<file path="src/rtl/core/bswr_pkg.sv">
`default_nettype none

package bswr_pkg;

    // Field widths.
    localparam int CW = 6;
    localparam int DW = 8;
    localparam int FW = 3;
    localparam int KW = 2;

    // Largest capacity the stack ever honors, and defaults.
    localparam int MAX_CAP   = 32;
    localparam int DEPTH_DEF = 32;
    localparam logic [CW-1:0] CAP_RESET = 6'd32;

    // Command codes.
    typedef enum logic [FW-1:0] {
        CMD_PUSH  = 3'd0,
        CMD_POP   = 3'd1,
        CMD_PEEK  = 3'd2,
        CMD_DUP   = 3'd3,
        CMD_UPR   = 3'd4,
        CMD_DOWNR = 3'd5,
        CMD_PRINT = 3'd6
    } t_cmd;

    // Result kinds.
    typedef enum logic [KW-1:0] {
        KIND_DATA  = 2'd0,
        KIND_FULL  = 2'd1,
        KIND_EMPTY = 2'd2
    } t_kind;

endpackage

`default_nettype wire

</file>
<file path="src/rtl/core/byte_stack_with_rotate_core.sv">
`default_nettype none

// Byte stack with push, pop, peek, dup, rotate and print commands.
// Input channel: i_in_valid with i_func, i_value, i_rotate_depth; the block
// raises o_in_stall while it works on a command or holds an untaken result.
// Output channel: o_out_valid with o_kind, o_data_byte, o_last; the receiver
// stalls it with i_out_stall, and the result then holds unchanged.
// Capacity is written through i_cfg_wr_en / i_cfg_wr_data; the user must
// write it only while idle, as the block itself does not enforce this.
// Steps per command, set by the single read and single write port of the
// stack memory and the sequencer that walks it one entry per cycle unless
// a stalled result holds a print: push, pop, error results finish at the
// transfer (result in the cycle after); peek: read, then S_PEEK; dup: S_DUP;
// rotate: S_CARRY, S_MOVE per moved entry, S_PUT; print: S_PRINT per entry.
// Reset (synchronous, active low) empties the stack, sets capacity to 32
// and drops any pending result. Stack contents need no clearing pass.
module byte_stack_with_rotate_core #(
    parameter int DEPTH = bswr_pkg::DEPTH_DEF
) (
    input  wire logic                    i_clk,
    input  wire logic                    i_rst_n,
    input  wire logic                    i_cfg_wr_en,
    input  wire logic [bswr_pkg::CW-1:0] i_cfg_wr_data,
    input  wire logic                    i_in_valid,
    output logic                         o_in_stall,
    input  wire logic [bswr_pkg::FW-1:0] i_func,
    input  wire logic [bswr_pkg::DW-1:0] i_value,
    input  wire logic [bswr_pkg::CW-1:0] i_rotate_depth,
    output logic                         o_out_valid,
    input  wire logic                    i_out_stall,
    output logic [bswr_pkg::KW-1:0]      o_kind,
    output logic [bswr_pkg::DW-1:0]      o_data_byte,
    output logic                         o_last
);

    localparam int CW = bswr_pkg::CW;
    localparam int DW = bswr_pkg::DW;
    localparam int KW = bswr_pkg::KW;
    localparam int AW = $clog2(DEPTH);
    localparam int HI = (DEPTH < bswr_pkg::MAX_CAP) ? DEPTH : bswr_pkg::MAX_CAP;
    localparam logic [CW-1:0] CAP_HI = CW'(HI);
    localparam logic [CW-1:0] ONE    = CW'(1);
    localparam logic [CW-1:0] TWO    = CW'(2);

    typedef enum logic [6:0] {
        S_IDLE  = 7'b0000001,
        S_PEEK  = 7'b0000010,
        S_DUP   = 7'b0000100,
        S_CARRY = 7'b0001000,
        S_MOVE  = 7'b0010000,
        S_PUT   = 7'b0100000,
        S_PRINT = 7'b1000000
    } t_state;

    t_state            r_state, n_state;
    logic [CW-1:0]     r_count, n_count;
    logic [CW-1:0]     r_cap;
    logic [CW-1:0]     r_ptr, n_ptr;
    logic [CW-1:0]     r_end, n_end;
    logic              r_dir_up, n_dir_up;
    logic [DW-1:0]     r_carry, n_carry;
    logic [CW-1:0]     r_raddr, n_raddr;
    logic [DW-1:0]     r_rdata;
    logic [DW-1:0]     r_mem [DEPTH];

    logic              r_ovalid, n_ovalid;
    logic [KW-1:0]     r_okind, n_okind;
    logic [DW-1:0]     r_odata, n_odata;
    logic              r_olast, n_olast;

    logic              mem_we;
    logic [CW-1:0]     mem_wa;
    logic [DW-1:0]     mem_wd;

    logic              out_free;
    logic              in_xfer;
    logic [CW-1:0]     cap_eff;
    logic [CW-1:0]     top;
    logic [CW-1:0]     bot;
    logic [CW-1:0]     src;
    logic              load;
    logic [KW-1:0]     load_kind;
    logic [DW-1:0]     load_data;
    logic              load_last;

    // Capacity held to the range the stack supports.
    always_comb begin
        if (r_cap == '0) begin
            cap_eff = ONE;
        end else if (r_cap > CAP_HI) begin
            cap_eff = CAP_HI;
        end else begin
            cap_eff = r_cap;
        end
    end

    assign out_free   = !r_ovalid || !i_out_stall;
    assign o_in_stall = !((r_state == S_IDLE) && out_free);
    assign in_xfer    = i_in_valid && !o_in_stall;
    assign top        = r_count - ONE;
    assign bot        = r_count - i_rotate_depth;
    assign src        = r_dir_up ? (r_ptr - ONE) : (r_ptr + ONE);

    // Command sequencer.
    always_comb begin
        n_state   = r_state;
        n_count   = r_count;
        n_ptr     = r_ptr;
        n_end     = r_end;
        n_dir_up  = r_dir_up;
        n_carry   = r_carry;
        n_raddr   = r_raddr;
        mem_we    = 1'b0;
        mem_wa    = r_ptr;
        mem_wd    = r_rdata;
        load      = 1'b0;
        load_kind = bswr_pkg::KIND_DATA;
        load_data = '0;
        load_last = 1'b1;
        case (r_state)
            S_IDLE: begin
                if (in_xfer) begin
                    case (i_func)
                        bswr_pkg::CMD_PUSH: begin
                            if (r_count >= cap_eff) begin
                                load      = 1'b1;
                                load_kind = bswr_pkg::KIND_FULL;
                            end else begin
                                mem_we  = 1'b1;
                                mem_wa  = r_count;
                                mem_wd  = i_value;
                                n_count = r_count + ONE;
                            end
                        end
                        bswr_pkg::CMD_POP: begin
                            if (r_count == '0) begin
                                load      = 1'b1;
                                load_kind = bswr_pkg::KIND_EMPTY;
                            end else begin
                                n_count = top;
                            end
                        end
                        bswr_pkg::CMD_PEEK: begin
                            if (r_count == '0) begin
                                load      = 1'b1;
                                load_kind = bswr_pkg::KIND_EMPTY;
                            end else begin
                                n_raddr = top;
                                n_state = S_PEEK;
                            end
                        end
                        bswr_pkg::CMD_DUP: begin
                            if (r_count == '0) begin
                                load      = 1'b1;
                                load_kind = bswr_pkg::KIND_EMPTY;
                            end else if (r_count >= cap_eff) begin
                                load      = 1'b1;
                                load_kind = bswr_pkg::KIND_FULL;
                            end else begin
                                n_raddr = top;
                                n_state = S_DUP;
                            end
                        end
                        bswr_pkg::CMD_UPR, bswr_pkg::CMD_DOWNR: begin
                            if (i_rotate_depth >= TWO && i_rotate_depth <= r_count) begin
                                n_dir_up = (i_func == bswr_pkg::CMD_UPR);
                                n_ptr    = n_dir_up ? top : bot;
                                n_end    = n_dir_up ? bot : top;
                                n_raddr  = n_ptr;
                                n_state  = S_CARRY;
                            end
                        end
                        bswr_pkg::CMD_PRINT: begin
                            if (r_count != '0) begin
                                n_raddr = top;
                                n_ptr   = top;
                                n_state = S_PRINT;
                            end
                        end
                        default: begin
                        end
                    endcase
                end
            end
            S_PEEK: begin
                if (out_free) begin
                    load      = 1'b1;
                    load_data = r_rdata;
                    n_state   = S_IDLE;
                end
            end
            S_DUP: begin
                mem_we  = 1'b1;
                mem_wa  = r_count;
                n_carry = r_rdata;
                n_count = r_count + ONE;
                n_state = S_IDLE;
            end
            S_CARRY: begin
                // Byte that moves to the far end, then read the first source.
                n_carry = r_rdata;
                n_raddr = src;
                n_state = S_MOVE;
            end
            S_MOVE: begin
                // Shift one entry toward the vacated slot per cycle.
                mem_we = 1'b1;
                if (src == r_end) begin
                    n_state = S_PUT;
                end else begin
                    n_ptr   = src;
                    n_raddr = r_dir_up ? (src - ONE) : (src + ONE);
                end
            end
            S_PUT: begin
                mem_we  = 1'b1;
                mem_wa  = r_end;
                mem_wd  = r_carry;
                n_state = S_IDLE;
            end
            S_PRINT: begin
                if (out_free) begin
                    load      = 1'b1;
                    load_data = r_rdata;
                    load_last = (r_ptr == '0);
                    if (r_ptr == '0) begin
                        n_state = S_IDLE;
                    end else begin
                        n_ptr   = r_ptr - ONE;
                        n_raddr = r_ptr - ONE;
                    end
                end
            end
            default: begin
                n_state = S_IDLE;
            end
        endcase
    end

    // Output register: loaded when free, cleared once its transfer completes.
    always_comb begin
        n_ovalid = r_ovalid;
        n_okind  = r_okind;
        n_odata  = r_odata;
        n_olast  = r_olast;
        if (out_free) begin
            n_ovalid = load;
            if (load) begin
                n_okind = load_kind;
                n_odata = load_data;
                n_olast = load_last;
            end
        end
    end

    // Stack memory: one write port and one registered read port.
    always_ff @(posedge i_clk) begin
        if (mem_we) begin
            r_mem[AW'(mem_wa)] <= mem_wd;
        end
        r_rdata <= r_mem[AW'(n_raddr)];
    end

    // Control and payload registers.
    always_ff @(posedge i_clk) begin
        if (!i_rst_n) begin
            r_state  <= S_IDLE;
            r_count  <= '0;
            r_cap    <= bswr_pkg::CAP_RESET;
            r_ovalid <= 1'b0;
            r_carry  <= '0;
        end else begin
            r_state  <= n_state;
            r_count  <= n_count;
            r_ovalid <= n_ovalid;
            r_carry  <= n_carry;
            if (i_cfg_wr_en) begin
                r_cap <= i_cfg_wr_data;
            end
        end
        r_ptr    <= n_ptr;
        r_end    <= n_end;
        r_dir_up <= n_dir_up;
        r_raddr  <= n_raddr;
        r_okind  <= n_okind;
        r_odata  <= n_odata;
        r_olast  <= n_olast;
    end

    assign o_out_valid = r_ovalid;
    assign o_kind      = r_okind;
    assign o_data_byte = r_odata;
    assign o_last      = r_olast;

endmodule

`default_nettype wire

</file>
<file path="config.mk">
export PLATFORM = sky130hd
export DESIGN_NAME = byte_stack_with_rotate_core
export DESIGN_NICKNAME = d
export VERILOG_FILES = /design/src/rtl/core/bswr_pkg.sv /design/src/rtl/core/byte_stack_with_rotate_core.sv
export SDC_FILE = /design/constraint.sdc
export NUM_CORES = 1
export LEC_CHECK = 0
export ABC_AREA = 0
export BUFFER_PORTS_ARGS = -buffer_cell sky130_fd_sc_hd__buf_2
export CAP_MARGIN = 40
export CORE_MARGIN = 2
export CORE_UTILIZATION = 50
export CTS_BUF_LIST = sky130_fd_sc_hd__clkbuf_8
export DETAILED_ROUTE_END_ITERATION = 12
export GPL_ROUTABILITY_DRIVEN = 1
export GPL_TIMING_DRIVEN = 0
export PLACE_DENSITY_LB_ADDON = 0.08
export SETUP_SLACK_MARGIN = 0.5
export SLEW_MARGIN = 10
export SYNTH_ARGS = -nofsm -noshare
export SYNTH_HDL_FRONTEND = slang
export SYNTH_SLANG_ARGS = --single-unit
</file>
<file path="constraint.sdc">
create_clock -name i_clk -period 5.4 [get_ports i_clk]
set_clock_uncertainty 0.15 [all_clocks]
set_input_delay 0.81 -clock i_clk [delete_from_list [all_inputs] [get_ports i_clk]]
set_output_delay 0.81 -clock i_clk [all_outputs]
set_load 0.02 [all_outputs]
</file>
==> impl_summary.md <==
Routing
The number of design rule violations left after detail routing is 0. Wires add up to around 41000 um. Summing over every cut layer, the via total after detailed routing is around 11k. The detailed router finished its first iteration with around 1.2k violations. In this run the remaining antenna-violating nets after routing total 0. The via density per instance is approximately 5.8. The routed length per placed instance is between 20 and 25 um. The first detailed-routing pass ran for 5 iterations.

Placed design
The number of placed instances, taps included, is between 1.5k and 2k. The number of port buffers is 38. The post-DP HPWL is 28600 um. The placed instances occupy a cell area of between 15000 and 20000 um2.

The final RePlAce weighted congestion is roughly 0.91. At the placement stage, the worst setup path has a slack of -226 ps.

STA
The highest achievable clock rate is 206 MHz. The measured slew at the worst slew-check pin is approximately 890 ps. The number of endpoints with negative hold slack in the final report is 0. Setup violations remaining at the end of the flow were counted as 0. The minimum hold slack is 315 ps. The final worst setup slack is 544 ps. The summed negative setup slack over all endpoints is 0 ps. The total count of max-transition violations in the final report is 0. The max-slew headroom at the worst pin is between 40 and 50%. The final period utilization is 89.9%. Subtracting the final worst setup slack from the clock period gives 4860 ps.

Setup repair after global routing could not meet its margin everywhere.

Clock network
The CTS tree is yes. In this run, post-CTS hold repair placed 0 buffers. The H-tree depth is 2. Clock-pin slew was measured on the worst setup and hold paths at 60 ps. The clock network latency to the later pin of the worst-skew pair is between 600 and 700 ps.

In this run the deepest clock path goes through 3 buffers. The total CTS buffers is 53. Counting every sink on the clock net gives 321. The master cell of the clock root buffer is sky130_fd_sc_hd__clkbuf_8.

Logic synthesis
In the synthesized netlist the async set-or-reset flop fraction comes to 0%. The Yosys step of the flow raised 0 warnings. The count of mapped cells out of synthesis is about 1.3k.

The count of distinct cell types in the synthesized netlist is 74. Ranked by total cell area, the synthesized netlist is headed by sky130_fd_sc_hd__edfxtp_1 (57%), sky130_fd_sc_hd__nand2_1 (7.1%), sky130_fd_sc_hd__dfxtp_1 (5.5%). The synthesized design contains 280 enable-type register cells.

The primary flip-flop cell chosen by synthesis mapping is sky130_fd_sc_hd__edfxtp_1. The post-synthesis area per instance is roughly 11 um2. The synthesized netlist occupies a cell area of between 10000 and 15000 um2. The total of flip-flops plus latches after synthesis is ~320.

The part of the Yosys area used for sequential elements is 62.2%. The biggest area consumer among synthesized cells is sky130_fd_sc_hd__edfxtp_1. The net count of the mapped netlist is approximately 1.4k. Summed over its instances, the top area cell type makes up 56.6% of the synthesized netlist area.

Global routing
The total global routing track utilization is approximately a quarter. The wire length of the first global-routing pass is around 61000 um. The number of antenna violations at the first check in global routing came to 0.

Global routing finished with a remaining overflow of 0. The number of global-route vias before repair is between 10k and 15k. Entering global routing, the biggest net connects 33 pins.

Setup path
The worst setup path is of the reg2reg kind. The highest fanout seen on the critical path is 10. The arrival time of data at the critical path endpoint is 4910 ps. STA classifies the critical path endpoint as a flop. For the worst setup path, the data required time is about 5500 ps.

STA classifies the critical path startpoint as a flop.

Power
VDD sags by at most ~0.00025 V. For this design the static power due to leakage is about 6 nW. The ratio of total power to cell area is between 400 and 500 nW/um2.

The post-route total power is around 7.6 mW.

Finish
The final instance area is between 15000 and 20000 um2. The final non-filler cell total is between 1.5k and 2k. The most frequent standard cell in the layout excluding fill and tap cells is sky130_fd_sc_hd__edfxtp_1. The library cells used most frequently in the layout, excluding fill and tap cells, are sky130_fd_sc_hd__edfxtp_1 (280), sky130_fd_sc_hd__nand2_1 (277), sky130_fd_sc_hd__a21oi_1 (125).

Cells fill between 50% and 60% of the core in the end. For this run, the post-layout net count is about 1.5k. The fill cell total of the finished layout is approximately 2.6k. 0 antenna diodes ended up in the layout. Cells with a size suffix above 1 make up 17.1% of the layout.

Compared with the post-synthesis result, the final layout area differs by 14.3%.

Status
The run finished with clean final reports.

Worst hold path
The class of the tightest hold or removal check is in2reg.

Die
After floorplanning, the core was sized to cover between 20000 and 30000 um2. The initial utilization of the core area, before any placement, comes to 50.5%. The number of placement rows is between 60 and 70. The height of the chip is 176 um. The area enclosed by the die boundary is 31100 um2. The die width is 176 um.

The number of top-level design ports is 41.

Job
Across the run, the number of max-cap violations was 0.
==> where the power goes <==
| group | total, mW | leakage, nW | internal (mW) | switching, mW |
|---|---|---|---|---|
| Sequential | 3.18 | 2.86 | 3.10 | 0.0828 |
| Combinational | 2.41 | 2.53 | 0.729 | 1.68 |
| Clock | 2.00 | 0.590 | 1.03 | 0.966 |
==> layer usage <==
layer	part of all wire [%]	track usage, %
met3	7.9	3.90
met4	2.1	6.27
met5	0	0
met2	46	41.0
met1	44	38.8
==> repair_timing <==
| action | CTS | global route |
|---|---|---|
| pin swaps | 0 | 4 |
| setup buffers | 1 | 4 |
| cloned | 0 | 0 |
| endpoints found under the setup margin | 108 | 253 |
| gates resized for setup | 21 | 66 |
| hold endpoints to repair | 0 | 0 |
==> final cells by class <==
cell class	count	area, um2	share of cell area (%)
sequential	321	9230	54.4
clock buffer	54	743	4.38
inverter	23	86.3	0.509
timing repair buffer	52	355	2.09
clock inverter	44	246	1.45
multi-input combinational	917	5480	32.3
buffer	67	338	1.99
tap	390	488	2.88
==> worst max-delay path: stages, from the launching register on <==
cell and delay, ps:
sky130_fd_sc_hd__dfxtp_1 340, sky130_fd_sc_hd__nor3_2 400, sky130_fd_sc_hd__and4b_1 250, sky130_fd_sc_hd__buf_2 200, sky130_fd_sc_hd__nand3_1 160, sky130_fd_sc_hd__or2_2 360, sky130_fd_sc_hd__nor4_4 620, sky130_fd_sc_hd__nor2_1 360
sky130_fd_sc_hd__nand3_1 240, sky130_fd_sc_hd__and3_1 230, sky130_fd_sc_hd__nand2_1 370, sky130_fd_sc_hd__nor2_1 780
==> sequential cells by signal, indices dropped and copies added (netlist names) <==
signal	flops
r_raddr	5
r_rdata	8
r_ptr	6
o_kind	2
r_end	6
r_count	6
r_state	7
r_mem	256
r_dir_up	1
r_carry	8
o_data_byte	8
r_cap	6
o_last	1
o_out_valid	1
==> kinds of logic (layout without fill, tap and decap cells) <==
kind of cell,after synthesis,after routing,share of synthesized area (%)
xor gates and xnor gates,30,30,1.77
AOI/OAI and AO/OA,277,277,11.3
buffers and inverters,90,240,2.66
muxes,50,50,3.41
adders and majority gates,20,20,1.74
and+or+nand+nor,540,540,17.0
DFF,321,321,62.2
==> final timing paths <==
check	to	slack [ps]	depth (start not counted)	start
worst max-delay path	r_mem[30][0]$_DFFE_PP_	540	11	r_state[1]$_SDFFE_PN0P_
worst min-delay path	r_cap[5]$_SDFFE_PN1P_	320	3	i_cfg_wr_data[5]
worst max register to register	r_mem[30][0]$_DFFE_PP_	540	11	r_state[1]$_SDFFE_PN0P_
worst min register to register	r_cap[0]$_SDFFE_PN0P_	370	2	r_cap[0]$_SDFFE_PN0P_
==> Yosys cell counts, types with 10 or more instances <==
master,instances
sky130_fd_sc_hd__nor2b_1,33
sky130_fd_sc_hd__clkbuf_1,35
sky130_fd_sc_hd__nor2_1,90
sky130_fd_sc_hd__dfxtp_1,41
sky130_fd_sc_hd__nand3_1,21
sky130_fd_sc_hd__nor4_1,33
sky130_fd_sc_hd__a21oi_1,126
sky130_fd_sc_hd__inv_1,22
sky130_fd_sc_hd__a22oi_1,12
sky130_fd_sc_hd__xor2_1,12
sky130_fd_sc_hd__buf_2,22
sky130_fd_sc_hd__edfxtp_1,280
sky130_fd_sc_hd__ha_1,19
sky130_fd_sc_hd__o21ai_0,59
sky130_fd_sc_hd__nor3_1,15
sky130_fd_sc_hd__mux2i_1,48
sky130_fd_sc_hd__xnor2_1,18
sky130_fd_sc_hd__nand2_1,281
sky130_fd_sc_hd__and2_1,10
Note: power is estimated with default switching activity, not from simulation.
